**config.mk**
```make
export PLATFORM = sky130hd
export DESIGN_NAME = dcr_div
export DESIGN_NICKNAME = d
export VERILOG_FILES = /design/src/rtl/dcr_div.sv
export SDC_FILE = /design/constraint.sdc
export NUM_CORES = 2
export LEC_CHECK = 0
export BUFFER_PORTS_ARGS = -buffer_cell sky130_fd_sc_hd__buf_2
export CAP_MARGIN = 20
export CELL_PAD_IN_SITES_DETAIL_PLACEMENT = 2
export CELL_PAD_IN_SITES_GLOBAL_PLACEMENT = 2
export CORE_ASPECT_RATIO = 0.6
export CORE_UTILIZATION = 48
export DETAILED_ROUTE_END_ITERATION = 10
export HOLD_SLACK_MARGIN = 0.05
export PLACE_DENSITY_LB_ADDON = 0.1
export SLEW_MARGIN = 5
export SYNTH_ARGS = -nofsm -noshare
export SYNTH_HDL_FRONTEND = slang
export SYNTH_SLANG_ARGS = --single-unit
export TNS_END_PERCENT = 5
```
**constraint.sdc**
```tcl
create_clock -name i_clk -period 9.6 [get_ports i_clk]
set_input_delay 1.92 -clock i_clk [delete_from_list [all_inputs] [get_ports i_clk]]
set_output_delay 1.92 -clock i_clk [all_outputs]
set_load 0.02 [all_outputs]
```
**src/rtl/dcr_div.sv**
```systemverilog
// Pipelined restoring divider, one quotient bit per stage
`timescale 1ns / 1ps
module dcr_div #(
    parameter int NW = 62,
    parameter int DW = 29,
    parameter int QW = 22
) (
    input  logic          i_clk,
    input  logic          i_en,
    input  logic [NW-1:0] i_num,
    input  logic [DW-1:0] i_den,
    output logic [QW-1:0] o_quo
);

    logic [NW-1:0] r_rem [QW];
    logic [DW-1:0] r_den [QW];
    logic [QW-1:0] r_quo [QW];

    for (genvar g = 0; g < QW; g++) begin : g_stage
        logic [NW-1:0] p_rem;
        logic [DW-1:0] p_den;
        logic [QW-1:0] p_quo;
        logic [NW-1:0] n_sh;
        logic          n_ge;

        if (g == 0) begin : g_first
            assign p_rem = i_num;
            assign p_den = i_den;
            assign p_quo = '0;
        end else begin : g_next
            assign p_rem = r_rem[g-1];
            assign p_den = r_den[g-1];
            assign p_quo = r_quo[g-1];
        end

        assign n_sh = NW'(p_den) << (QW - 1 - g);
        assign n_ge = p_rem >= n_sh;

        always_ff @(posedge i_clk) begin
            if (i_en) begin
                r_rem[g] <= n_ge ? p_rem - n_sh : p_rem;
                r_den[g] <= p_den;
                r_quo[g] <= {p_quo[QW-2:0], n_ge};
            end
        end
    end

    assign o_quo = r_quo[QW-1];

endmodule

```
==> results of run 1 <==
-- synth_stat cells, types with 41 or more instances --
library cell     n  area (um2)
or4_1           57         428
ha_1           638        7980
xor2_1         430        3770
o211ai_1        55         413
clkbuf_1       227         852
nor2b_1        105         657
o21a_1          85         638
a21o_1         296        2220
or3_1           85         532
mux2_2         125        1410
nor4_1         188        1180
or2_2           43         269
nand3_1        199         996
xnor2_1        526        4610
and2_1          41         257
o31ai_1         49         368
nand4_1        157         982
nor2_1         854        3210
o21bai_1        83         623
nor3_1         224        1120
a31oi_1         70         438
and3_1          75         469
inv_1          816        3060
nand2_1        705        2650
a21oi_1        928        4640
nand2b_1       113         707
edfxtp_1      2164       65000
o21ai_0        494        2470
a211oi_1        61         458
-- cells by family after synthesis --
family / after synthesis / synth area share, %
muxes: 136 / 1.30
and+or+nand+nor: 3046 / 13.0
AOI/OAI and AO/OA: 2401 / 12.6
DFF: 2164 / 55.4
buffers and inverters: 1077 / 3.47
adders and majority gates: 659 / 7.16
xor gates and xnor gates: 956 / 7.14
-- per-stage QoR --
step | area (um2) | setup WS (ns) | hold slack, ns | instances
3_3_place_gp | 122000 | 2.17 | 0.401 | 13700
2_1_floorplan | 117000 | 4.67 | 0.400 | 10400
==> summary.txt, run 1 <==
Synthesis
  – Async SR Flop Fraction: 0%
  – Number of synthesized flops with an enable pin: 2164
  – Sequential cell area fraction in the yosys report: 55.4%
  – Primary FF master, synth: edfxtp_1
  – Mapped Area: 117000 um2
  – Flop and latch count out of synthesis: 2164
  – Post-Synthesis Cells: 10400
  – Yosys cell types: 94
  – Number of synthesis warnings: 0
  – Syn_area_per_cell: 11.2 um2
  – Syn Nets: 11200

Place
  – Port Buffers: 114
  – Post-DP HPWL: 368 mm
  – GP Congestion: 0.977

Floorplan
  – Die height: 385 um
  – Initial Utilization: 48.3%
  – Chip width: 640 um
  – Rows: 140
  – Ports: 115

Run status
  – Run Error: [ERROR DPL-0033] detailed placement checks failed during check placement.
  – Status: did not finish
  – Stopped at: detailed placement (3_5_place_dp)
==> run 2: changes to the inputs <==
==> config.mk (replaced) <==
export PLATFORM = sky130hd
export DESIGN_NAME = dcr_div
export DESIGN_NICKNAME = d
export VERILOG_FILES = /design/src/rtl/dcr_div.sv
export SDC_FILE = /design/constraint.sdc
export NUM_CORES = 2
export LEC_CHECK = 0
export BUFFER_PORTS_ARGS = -buffer_cell sky130_fd_sc_hd__buf_2
export CAP_MARGIN = 20
export CORE_UTILIZATION = 35
export DETAILED_ROUTE_END_ITERATION = 10
export PLACE_DENSITY_LB_ADDON = 0.15
export SLEW_MARGIN = 5
export SYNTH_ARGS = -nofsm -noshare
export SYNTH_HDL_FRONTEND = slang
export SYNTH_SLANG_ARGS = --single-unit
export TNS_END_PERCENT = 5
==> run 2 against run 1 <==
The flow now finishes without violations; synthesized area is the same; synthesized cell count is the same.
==> summary.txt, run 2 <==
Synthesis
  – Fraction of synthesized area in multiplexers: 1.30%
  – Synthesized-area fraction occupied by and/or/nand/nor cells: 13.0%
  – Post-Synth XOR/XNOR Area: 7.14%
  – Mapped Area: 117000 um2
  – Post-synth top area share: 55.4%
  – Synth Area in Compound Gates: 12.6%
  – Primary FF master, synth: edfxtp_1
  – Number of synthesized flops with an enable pin: 2164
  – Most common cell in the netlist: edfxtp_1
  – Yosys cell types: 94
  – Most instantiated cells after synthesis: edfxtp_1 (2164), a21oi_1 (928), nor2_1 (854)
  – Largest family of logic cells by synthesized area: simple AND/OR/NAND/NOR gates
  – Async SR Flop Fraction: 0%
  – Post-Synthesis Cells: 10400
  – Syn_area_per_cell: 11.2 um2
  – Syn Nets: 11200
  – Area leader, netlist: edfxtp_1
  – Post-synthesis adder-cell area fraction: 7.16%
  – Area contributors post-synth: edfxtp_1 (55%), ha_1 (6.8%), a21oi_1 (4.0%), xnor2_1 (3.9%), xor2_1 (3.2%)
  – Flop and latch count out of synthesis: 2164
  – Sequential cell area fraction in the yosys report: 55.4%
  – Number of synthesis warnings: 0

Timing
  – Tcrit/Tclk final: 53.8%
  – Fmax: 0.194 GHz
  – Clk_skew: 0.0806 ns
  – Final setup fails: 0
  – RSZ-0062 raised after global routing: false
  – Measured slew at the worst slew-check pin: 1.26 ns
  – Hold Fails Final Rpt: 0
  – Fin Setup TNS: 0 ns
  – Final min period: 5.16 ns
  – Final Max Slew Viols: 0
  – Max_slew headroom: 16.0%

Global routing
  – GRT Residual Overflow: 0
  – First-pass GRT wire length: 484 mm
  – Pin count of the biggest net entering global routing: 199
  – Vias in the first global route: 80400
  – Gr usage total: 18.4%
  – Initial antenna violation count: 6

Clock tree
  – CTS tree: done
  – Post_cts resized: 0
  – Post-CTS Repair Setup Buffers: 0
  – Root Buffer: clkbuf_16
  – Clk slew on worst S/H paths: 0.06 ns
  – Clk_lat worst skew: 0.90 ns
  – CTS Buf Count: 265
  – CTS Sinks: 2164
  – Max Buffers Root-to-Sink: 4
  – H-Tree Depth: 5
  – Cts hold-fix bufs: 0

Floorplan
  – Die height: 581 um
  – Chip width: 581 um
  – Rows: 212
  – Ports: 115
  – Initial Utilization: 35.2%
  – Core Footprint: 333000 um2
  – Die Area: 338000 um2

Critical path
  – Maximum fanout along the worst path: 55
  – Worst R2R Start: r_den[0][88]
  – Worst endpoint required time: 10.20 ns
  – Critical path class: register to register
  – CP arrival: 5.76 ns
  – RR Endpoint: r_rem[0][297]
  – CP Launch Type: register
  – FF-to-FF setup slack: 4.44 ns
  – Crit. End Element: register
  – Depth of the most critical reg-to-reg path: 13

Worst hold path
  – Hold Path Depth: 0
  – Hold Path Class: register to register
  – Hold Path End: r_rem[1][73]
  – Min-delay src: r_rem[1][11]

Drt
  – Antenna viol nets, final: 0
  – Avg WL per Cell: 21.0 um
  – DRT Pass-1 Iters: 6
  – Vias/cell: 5.30
  – Detailed Route Iter0 Violations: 5929
  – DRT Wirelength: 320 mm
  – DR vias: 80700
  – Drt drc: 0

Final layout
  – Layout cell share with drive strength beyond 1: 7.43%
  – Largest register FFs: 1302
  – Commonest non-fill, non-tap cell in the layout: edfxtp_1
  – Fillers: 31900
  – Fin nets: 11400
  – Area Growth Syn to Fin: 12.3%
  – Most frequent cells in the layout: edfxtp_1 (2164), a21oi_1 (926), nor2_1 (853)
  – Top reg by flops: r_rem
  – Final core occ: 39.5%
  – Top Registers: r_rem (1302), r_den (609), r_quo (253)

Power and ir drop
  – Pleak: 49.7 nW
  – Switching pwr: 13.6 mW
  – Internal power: 24.6 mW
  – Power share of the clock group: 25.6%
  – Peak VDD IR: 0.000145 V
  – Power density cells: 290 nW/um2
  – Sw Share: 35.7%
  – Sequential power share: 38.0%
  – Comb power frac: 36.4%
  – PnR Total Power: 38.2 mW

Place
  – Port Buffers: 114
  – Post-DP HPWL: 246 mm
  – GP Congestion: 0.913

Run
  – Max Cap Viol: 0

Run status
  – Status: completed
[run 2: routing by layer]
| layer | global-route usage, % | routed length, um |
|---|---|---|
| met2 | 32.6 | 158000 |
| met4 | 7.02 | 12800 |
| met3 | 2.47 | 14200 |
| met5 | 0 | 0 |
| met1 | 22.6 | 134000 |
[run 2: cells by family (layout without fill, tap and decap cells)]
kind of cell    Yosys count  in the layout
buf+inv                1077           1472
flops                  2164           2164
xor+xnor                956            956
compound gates         2401           2401
other cells               0              3
mux                     136            136
fa+ha+maj               659            659
simple gates           3046           3046
[run 2: through the flow]
stage	instance area (um2)	worst slack [ns]	hold WS [ns]	std cells
floorplan	117000	4.67	0.400	10400
global placement	123000	3.85	0.401	14700
detailed placement	123000	3.84	0.405	14800
CTS	132000	4.28	0.403	15200
global route	132000	4.23	0.407	15200
finish	132000	4.44	0.399	15200
[run 2: critical path, cell delays in order, from the launching register on]
cell and delay (ns):
edfxtp_1 0.47, inv_1 0.09, ha_1 0.24, nor2b_1 0.14, o31ai_1 0.46, a21oi_1 0.37
nor4b_1 0.91, or3_1 0.35, a311oi_1 0.23, or4_2 0.65, buf_4 0.33, a21bo_2 0.38
nor3_1 0.08, xor2_1 0.15
[run 2: power groups by stage]
| stage | registers [mW] | clock network [mW] | logic (mW) |
|---|---|---|---|
| 5_1_grt | 14.7 | 10.4 | 15.4 |
| 3_5_place_dp | 14.7 | 0 | 13.7 |
| 3_3_place_gp | 14.7 | 0 | 13.6 |
| 6_report | 14.5 | 9.79 | 13.9 |
| 2_1_floorplan | 14.0 | 0 | 10.3 |
| 4_1_cts | 14.6 | 10.1 | 13.9 |
[run 2: worst max path at each step]
stage             startpoint  cells past startpoint  slack [ns]            end
2_1_floorplan      i_num[21]                     13        4.67   r_rem[0][57]
3_3_place_gp        i_den[1]                     14        3.85   r_rem[0][57]
3_5_place_dp        i_den[3]                     14        3.84   r_rem[0][57]
4_1_cts        r_den[0][147]                     11        4.28  r_rem[0][423]
5_1_grt         r_den[0][88]                     13        4.23  r_rem[0][295]
6_report        r_den[0][88]                     13        4.44  r_rem[0][297]
[run 2: layout make-up]
class | count | area, um2 | area share, %
clock inverter | 142 | 1410 | 1.07
sequential | 2164 | 65000 | 49.3
multi-input combinational | 7198 | 48500 | 36.8
clock buffer | 326 | 7010 | 5.32
timing repair buffer | 186 | 1290 | 0.980
inverter | 818 | 3070 | 2.33
antenna | 3 | 7.51 | 0.00570
tap | 4387 | 5490 | 4.17
No activity file was read; power rests on OpenSTA's default activity.
