<file path="config.mk">
export PLATFORM = sky130hd
export DESIGN_NAME = dcr_sqrt
export DESIGN_NICKNAME = d
export VERILOG_FILES = /design/src/rtl/dcr_sqrt.sv
export SDC_FILE = /design/constraint.sdc
export NUM_CORES = 1
export LEC_CHECK = 0
export BUFFER_PORTS_ARGS = -buffer_cell sky130_fd_sc_hd__buf_2
export CAP_MARGIN = 20
export CORE_MARGIN = 1.5
export CORE_UTILIZATION = 50
export DETAILED_ROUTE_END_ITERATION = 10
export PLACE_DENSITY_LB_ADDON = 0.15
export RECOVER_POWER = 100
export SLEW_MARGIN = 20
export SYNTH_ARGS = -nofsm -noshare
export SYNTH_HDL_FRONTEND = slang
export SYNTH_SLANG_ARGS = --single-unit
export TNS_END_PERCENT = 20
</file>
<file path="constraint.sdc">
create_clock -name i_clk -period 3 [get_ports i_clk]
set_input_delay 0.6 -clock i_clk [delete_from_list [all_inputs] [get_ports i_clk]]
set_output_delay 0.6 -clock i_clk [all_outputs]
set_load 0.005 [all_outputs]
</file>
<file path="src/rtl/dcr_sqrt.sv">
// Pipelined floor square root, one root bit per stage
`timescale 1ns / 1ps
module dcr_sqrt #(
    parameter int LW = 21
) (
    input  logic              i_clk,
    input  logic              i_en,
    input  logic [2*LW-1:0]   i_value,
    output logic [LW-1:0]     o_root
);

    localparam int RW = LW + 3;

    logic [RW-1:0]   r_rem  [LW];
    logic [LW-1:0]   r_root [LW];
    logic [2*LW-1:0] r_val  [LW];

    for (genvar g = 0; g < LW; g++) begin : g_stage
        logic [RW-1:0]   p_rem;
        logic [LW-1:0]   p_root;
        logic [2*LW-1:0] p_val;
        logic [RW-1:0]   n_sh;
        logic [RW-1:0]   n_t;
        logic            n_ge;

        if (g == 0) begin : g_first
            assign p_rem  = '0;
            assign p_root = '0;
            assign p_val  = i_value;
        end else begin : g_next
            assign p_rem  = r_rem[g-1];
            assign p_root = r_root[g-1];
            assign p_val  = r_val[g-1];
        end

        assign n_sh = {p_rem[RW-3:0], p_val[2*(LW-1-g)+1 -: 2]};
        assign n_t  = RW'({p_root, 2'b01});
        assign n_ge = n_sh >= n_t;

        always_ff @(posedge i_clk) begin
            if (i_en) begin
                r_rem[g]  <= n_ge ? n_sh - n_t : n_sh;
                r_root[g] <= {p_root[LW-2:0], n_ge};
                r_val[g]  <= p_val;
            end
        end
    end

    assign o_root = r_root[LW-1];

endmodule

</file>
Yosys cells after proc, flatten, opt, wreduce, memory -nomap -nowiden

Memory sizes are Yosys's and may differ from the RTL's.
Cells that the tools add are included.

Add/sub/neg operators: 21
Multiply operators: 0
Divide/modulo/power cells: 0
Order comparisons: 21
Equality and inequality tests: 0
Shift operators: 0
Multiplexer cells: 23
Bitwise logic cells: 0
Reductions and logical operators: 0

Operators by type and width:

| cell                  | number |
|---|---|
| $mux W24              | 21 |
| $ge A24 B23 Y1        | 20 |
| $sub A24 B23 Y24      | 20 |
| $sub A2 B1 Y3 const B | 1 |
| $ge A2 B1 Y1 const B  | 1 |
| $mux W1               | 2 |

Flip-flop bits (word level): 0
Bits in latches: 0
RAM bits: 1827
Bits in read-only memories: 0
Input port bits: 44
Logic and storage cells: 68
Memories: 3

Memory list:

| memory | depth | bits a word | read ports | clocked after Yosys merged registers in | wr ports | RTL line | RTL |
|---|---|---|---|---|---|---|---|
| r_val  | 21    | 42          | 20         | 0                                       | 21       | 16       | `logic [2*LW-1:0] r_val [LW];` |
| r_rem  | 21    | 24          | 20         | 0                                       | 21       | 14       | `logic [RW-1:0] r_rem [LW];` |
| r_root | 21    | 21          | 21         | 0                                       | 21       | 15       | `logic [LW-1:0] r_root [LW];` |

Logic depth before layout (Yosys ltp)

Gate-level depths: netlist of the first run.
An unclocked memory read counts as a cell.

Depth after elaboration: 3
Depth in mapped cells: 12
Mapped depth without buffers: 11

Least setup slack after synthesis of the first run

Ideal clock, no wire load.

Path type: register -> register
Start point: memory r_rem[4][25] (netlist bit)
End point: memory r_rem[4][65] (netlist bit), data pin
Library setup time: 270 ps
Arrival: 2554 ps
Setup slack: 176 ps
Cell stages (with the launch flop): 11
Buffers on the path: 2
Period minus slack after synthesis: 2824 ps
Cell sequence: edfxtp_1 -> ha_1 -> o21ai_0 -> a21oi_1 -> o22a_1 -> a221o_1 -> a22oi_1 -> and4b_1 -> buf_2 -> buf_1 -> o21ai_0

RTL lines:

| what               | RTL line |
|---|---|
| start: declaration | 14 |

==> results of run 1 <==
## worst max-delay path, cell delays in order, from the launching register on
cell and delay [ns]:
edfxtp_1 0.39, ha_1 0.41, nor2b_1 0.19, o31a_1 0.30
o22ai_1 0.51, o21a_1 0.26, o21ai_0 0.16, a311oi_1 0.35
xor2_1 0.10
## flip-flops by register name, summed over array words and instances (netlist names)
signal and cells:
r_rem 412, r_root 231, r_val 420
## cell usage after synthesis (22+ instances only)
cell and instances:
edfxtp_1 1063, inv_1 303, nand2_1 273, ha_1 253, nor2_1 228, o21ai_0 210
a21oi_1 191, xor2_1 176, xnor2_1 149, nor3_1 86, a21o_1 70, nand3_1 54
nand2b_1 50, clkbuf_1 49, nor4_1 48, o21a_1 45, or3_1 36, nor2b_1 30
mux2_2 28, nand4_1 27, o31ai_1 24, and3_1 22
## kinds of logic (layout without fill, tap and decap cells)
| family | after synthesis | count (layout) | synth area share |
|---|---|---|---|
| simple gates | 945 | 945 | 0.0949 |
| buf+inv | 367 | 704 | 0.0285 |
| flops | 1063 | 1063 | 0.655 |
| fa+ha+maj | 253 | 253 | 0.0649 |
| other cells | 1 | 1 | 0.0000769 |
| compound gates | 707 | 707 | 0.0902 |
| xor+xnor | 325 | 325 | 0.0584 |
| mux | 36 | 36 | 0.00811 |
## power by group through the flow
stage / logic (mW) / registers (mW) / clock network, mW
floorplan: 4.87 / 19.5 / 0
global placement: 6.61 / 19.8 / 0
detailed placement: 6.70 / 19.9 / 0
CTS: 6.75 / 19.6 / 13.1
global route: 7.64 / 19.7 / 13.7
finish: 6.78 / 19.6 / 12.7
## final cells by class
cell class | count | area [um2] | share of cell area
Clock buffer | 131 | 2810 | 0.0510
Clock inverter | 64 | 591 | 0.0107
Inverter | 307 | 1150 | 0.0209
Multi-Input combinational cell | 2267 | 15700 | 0.284
Sequential cell | 1063 | 31900 | 0.580
Tap cell | 1276 | 1600 | 0.0290
Timing Repair Buffer | 202 | 1360 | 0.0246
## how the worst min path moves through the flow
stage / from / end / cells after the start
CTS: i_value[19] / r_val[0][19] / 1
finish: i_value[19] / r_val[0][19] / 1
global placement: r_val[0][9] / r_val[0][51] / 0
floorplan: r_val[0][58] / r_val[0][100] / 0
detailed placement: r_val[0][98] / r_val[0][140] / 0
global route: i_value[2] / r_val[0][2] / 1
## through the flow
step / utilization / cell area (um2)
after CTS: 0.571 / 55200
after global placement: 0.536 / 51800
after global routing: 0.570 / 55100
after floorplan: - / 48700
final: 0.570 / 55100
after detailed placement: 0.536 / 51800
## timing repair
item | in CTS | in global routing
pin swaps | 0 | 4
resized for setup | 5 | 47
setup endpoints to repair | 16 | 122
setup buffers | 0 | 2
## layer usage
| layer | global-route usage | up-vias |
|---|---|---|
| met3 | 0.0257 | 141 |
| met2 | 0.283 | 519 |
| li1 | - | 14200 |
| met5 | 0 | - |
| met1 | 0.231 | 13300 |
| met4 | 0.0562 | 0 |
==> impl_metrics.env, run 1 <==
export IMPL_dp_slack_ns=-0.102
export IMPL_fp_dieW_um=315
export IMPL_reg2reg_depth=8
export IMPL_finalNonFillerCells=5310
export IMPL_grt_pass1_vias=27100
export IMPL_met2WireLength_um=40400
export IMPL_io_pins=65
export IMPL_cts_buffers=109
export IMPL_grt_antenna_before_repair=1
export IMPL_cp_max_fo=4
export IMPL_syn_area_per_cell_um2=13.2
export IMPL_hold_path_class="input pin to flop"
export IMPL_ir_drop_mv=0.658
export IMPL_crit_reg2reg_launch="r_rem[3][24]"
export IMPL_synth_ff_type="edfxtp_1"
export IMPL_cap_viol_max_count=0
export IMPL_rrSetupSlack_ns=0.1
export IMPL_start_util=0.504
export IMPL_internal_power_mw=28.8
export IMPL_met1Wirelength_um=38600
export IMPL_setup_tns_ns=0
export IMPL_first_pass_iters=8
export IMPL_vias=28200
export IMPL_hold_viol_final=0
export IMPL_skew_ns=0.0408
export IMPL_post_route_drc_count=0
export IMPL_drive_above_1_share=0.103
export IMPL_synth_seq_cells=1063
export IMPL_fp_dieH_um=315
export IMPL_critPathKind="flop to flop"
export IMPL_endpoint="r_rem[3][66]"
export IMPL_ys_warnings_count=0
export IMPL_row_count=114
export IMPL_fin_nets=4247
export IMPL_synth_top_area_cell="edfxtp_1"
export IMPL_finalPower_mw=39.1
export IMPL_clkSinkCount=1063
export IMPL_core_area_um2=96700
export IMPL_synthArstFlopShare=0
export IMPL_p_sw_mw=10.3
export IMPL_grt_max_degree=92
export IMPL_maxSlewViolCount=0
export IMPL_syn_to_final_growth_pct=13.0
export IMPL_arrival_ns=3.33
export IMPL_insertion_delay_ns=0.68
export IMPL_switching_share=0.263
export IMPL_dpl_hpwl_um=61200
export IMPL_htreeDepth=3
export IMPL_crit_required_ns=3.43
export IMPL_drtIter0Drc=2023
export IMPL_path_clk_slew_ns=0.06
export IMPL_synthDominantCellAreaShare=0.655
export IMPL_finalSetupViolations=0
export IMPL_wl_per_cell_um=15.9
export IMPL_clock_fmax_mhz=345
export IMPL_fin_crit_sh=0.967
export IMPL_grt_ovfl_total=0
export IMPL_cts_tree="yes"
export IMPL_power_density_nw_per_um2=710
export IMPL_r2r_end="r_rem[3][66]"
export IMPL_finalWirelength_um=84500
export IMPL_hold_slack_ns=0.0817
export IMPL_syn_nets=3994
export IMPL_worst_slew_pin_slew_ns=1.28
export IMPL_crit_path_start="r_rem[3][24]"
export IMPL_start_kind="flop"
export IMPL_synth_area_um2=48700
export IMPL_holdBufCountCts=0
export IMPL_p_clk_frac=0.326
export IMPL_fin_crit_ns=2.90
export IMPL_wl_met3_um=3450
export IMPL_status="complete, no violations"
export IMPL_synth_edf_count=1063
export IMPL_layout_setup_ws_ns=0.0976
export IMPL_p_leak_nw=21.1
export IMPL_ys_top_cells_by_area="edfxtp_1 65%, ha_1 6.5%, xor2_1 3.2%"
export IMPL_grt_pass1_wl_um=137000
export IMPL_dieArea_um2=99400
export IMPL_maxUsedRoutingLayer="met4"
export IMPL_vias_per_cell=5.30
export IMPL_yosysUniqueCellTypes=83
export IMPL_layout_common_cells="1063 x edfxtp_1, 303 x inv_1, 272 x nand2_1"
export IMPL_gp_congestion=0.880
export IMPL_final_common_cell="edfxtp_1"
export IMPL_clk_path_buf_depth=3
export IMPL_antenna_cells=0
export IMPL_root_buffer="clkbuf_16"
export IMPL_ant_nets=0
export IMPL_track_usage=0.170
export IMPL_placedCellCount=5113
export IMPL_crit_path_end_kind="flop"
export IMPL_power_frac_comb=0.173
export IMPL_syn_inst=3697
export IMPL_synth_seq_area_share=0.655
export IMPL_timing_slew_headroom=0.147
export IMPL_fill_cells=7883
export IMPL_port_buffers=64
export IMPL_seqPwrFrac=0.501
(Power assumes the default switching activity.)
==> inputs of run 2 (changes only) <==
Settings changed: ABC_AREA from default to 1.
==> impl_metrics.env, run 2 <==
export IMPL_io_pins=65
export IMPL_core_area_um2=112000
export IMPL_grt_max_degree=97
export IMPL_p_leak_nw=27.6
export IMPL_drive_above_1_share=0.0499
export IMPL_gp_congestion=0.950
export IMPL_hold_path_depth=1
export IMPL_fp_dieH_um=340
export IMPL_first_pass_iters=6
export IMPL_drtIter0Drc=3439
export IMPL_synth_ff_type="edfxtp_1"
export IMPL_synth_area_um2=56800
export IMPL_worst_slew_pin_slew_ns=1.66
export IMPL_ir_drop_mv=0.484
export IMPL_synth_top_area_cell="edfxtp_1"
export IMPL_hold_viol_final=0
export IMPL_cts_resized=0
export IMPL_holdBufCountCts=0
export IMPL_cts_tree="yes"
export IMPL_cp_max_fo=52
export IMPL_r2r_end="r_rem[3][7]"
export IMPL_root_buffer="clkbuf_16"
export IMPL_timing_slew_headroom=-0.106
export IMPL_fin_crit_ns=2.77
export IMPL_violations="capacitance limit, slew limit"
export IMPL_grt_pass1_wl_um=210000
export IMPL_yosysUniqueCellTypes=53
export IMPL_clk_path_buf_depth=3
export IMPL_dpl_cell_area_um2=59200
export IMPL_cp_slowest_cell="clkbuf_1"
export IMPL_row_count=123
export IMPL_dieArea_um2=116000
export IMPL_wl_per_cell_um=16.5
export IMPL_start_util=0.505
export IMPL_postCtsSetupRepairBufs=0
export IMPL_syn_area_per_cell_um2=9.09
export IMPL_crit_path_end_kind="flop"
export IMPL_min_from="i_value[37]"
export IMPL_vias_per_cell=5.05
export IMPL_skew_ns=0.0374
export IMPL_final_area_um2=62400
export IMPL_synth_edf_count=1063
export IMPL_crit_reg2reg_launch="r_root[2][64]"
export IMPL_power_density_nw_per_um2=654
export IMPL_vias=40500
export IMPL_critPathMaxStageDelay_ns=1.02
export IMPL_grt_antenna_before_repair=2
export IMPL_final_common_cell="nand2_1"
export IMPL_arrival_ns=3.09
export IMPL_largest_reg_flops=420
export IMPL_track_usage=0.230
export IMPL_start_kind="input pin"
export IMPL_synth_seq_area_share=0.562
export IMPL_hold_path_class="input pin to flop"
export IMPL_fin_nets=6724
export IMPL_layout_common_cells="2008 x nand2_1, 1063 x edfxtp_1, 1012 x inv_1"
export IMPL_reg_top3="r_val (420), r_rem (412), r_root (231)"
export IMPL_ys_top_cells_by_area="edfxtp_1 56%, nand2_1 13%, inv_1 6.7%"
export IMPL_synthDominantCellAreaShare=0.562
export IMPL_status="finished with violations"
export IMPL_top_register="r_val"
export IMPL_cts_buffers=112
export IMPL_synth_most_common_cell="nand2_1"
export IMPL_synthArstFlopShare=0
export IMPL_syn_to_final_growth_pct=9.90
export IMPL_rrSetupSlack_ns=0.28
export IMPL_fin_crit_sh=0.924
export IMPL_syn_nets=6539
export IMPL_finalWirelength_um=133000
export IMPL_clock_fmax_mhz=361
export IMPL_htreeDepth=3
export IMPL_timing_critical_path_buf_inv=3
export IMPL_worstHoldEndpoint="r_val[0][37]"
export IMPL_crit_chain="clkbuf_2 > clkbuf_1 > buf_6"
export IMPL_cap_viol_max_count=1
export IMPL_port_buffers=64
export IMPL_dpl_hpwl_um=102000
export IMPL_final_util=0.555
export IMPL_grt_pass1_vias=39100
export IMPL_crit_required_ns=3.32
export IMPL_post_route_drc_count=0
export IMPL_path_clk_slew_ns=0.06
export IMPL_finalPower_mw=40.8
export IMPL_fp_dieW_um=340
export IMPL_grt_ovfl_total=0
export IMPL_critPathKind="input pin to flop"
export IMPL_syn_inst=6242
export IMPL_crit_path_start="i_en"
export IMPL_maxSlewViolCount=69
export IMPL_insertion_delay_ns=0.72
export IMPL_setup_tns_ns=0
export IMPL_ant_nets=0
export IMPL_finalSetupViolations=0
export IMPL_cp_top_family="buffers and inverters"
export IMPL_synth_seq_cells=1063
export IMPL_rsz0062_at_grt="no"
export IMPL_clkSinkCount=1063
export IMPL_ys_warnings_count=0
export IMPL_reg2reg_depth=10
export IMPL_synth_common_cells="1998 x nand2_1, 1063 x edfxtp_1, 1006 x inv_1"
## run 2: changes by cell type after synthesis, moves of 72 or more
cell | before | now
nand2_1 | 273 | 1998
inv_1 | 303 | 1006
nor2_1 | 228 | 576
nand3_1 | 54 | 348
xnor2_1 | 149 | 58
o21ai_0 | 210 | 134
xor2_1 | 176 | 104
## run 2: where the power goes
part           switching [mW]  internal (mW)  leakage, nW  total, mW
Combinational            5.17           2.64         15.6       7.81
Sequential               1.05           18.3         10.2       19.4
Clock                    5.78           7.84         1.76       13.6
## run 2: cell type report
type	instances	area (um2)
antenna	1	2.50
clock buffer	133	2880
clock inverter	73	758
fill	10200	50100
inverter	1026	3860
multi-input combinational	4106	20400
sequential	1063	31900
tap	1500	1880
timing repair buffer	118	706
## run 2: kinds of logic (layout without fill, tap and decap cells)
family / after synthesis / in the layout / share of synthesized area
simple gates: 3236 / 3236 / 0.238
buf+inv: 1073 / 1350 / 0.0750
flops: 1063 / 1063 / 0.562
compound gates: 454 / 454 / 0.0434
fa+ha+maj: 253 / 253 / 0.0558
xor+xnor: 162 / 162 / 0.0250
other cells: 1 / 2 / 0.0000661
## run 2: through the flow
step | worst slack (ns) | hold WS, ns | instances
2_1_floorplan | 1.03 | 0.400 | 6242
3_3_place_gp | 0.222 | 0.400 | 7813
3_5_place_dp | 0.269 | 0.405 | 7813
4_1_cts | 0.271 | 0.00498 | 8019
5_1_grt | 0.0549 | 0.0171 | 8020
6_report | 0.229 | 0.0616 | 8020
## run 2: worst reg2reg max path: cells and delay by family, from the launching register on
| family | cells | cell delay (ns) |
|---|---|---|
| compound gates | 2 | 0.58 |
| buf+inv | 2 | 0.44 |
| fa+ha+maj | 1 | 0.33 |
| flops | 1 | 0.43 |
| simple gates | 5 | 0.60 |
## run 2: per-layer routing
layer | global-route usage | share of wire | up-vias | wire [um]
li1 | - | - | 20700 | -
met1 | 0.310 | 0.45 | 18700 | 59800
met2 | 0.397 | 0.49 | 879 | 64700
met3 | 0.0250 | 0.040 | 184 | 5330
met4 | 0.0552 | 0.021 | 0 | 2770
met5 | 0 | 0 | - | 0
## run 2: worst max path at each step
stage / endpoint / slack, ns / cells after the start
global placement: r_rem[3][7] / 0.22 / 12
detailed placement: r_rem[3][7] / 0.27 / 12
CTS: r_rem[3][7] / 0.27 / 12
global route: r_val[1][96] / 0.05 / 3
floorplan: r_rem[1][3] / 1.03 / 10
finish: r_val[1][96] / 0.23 / 3
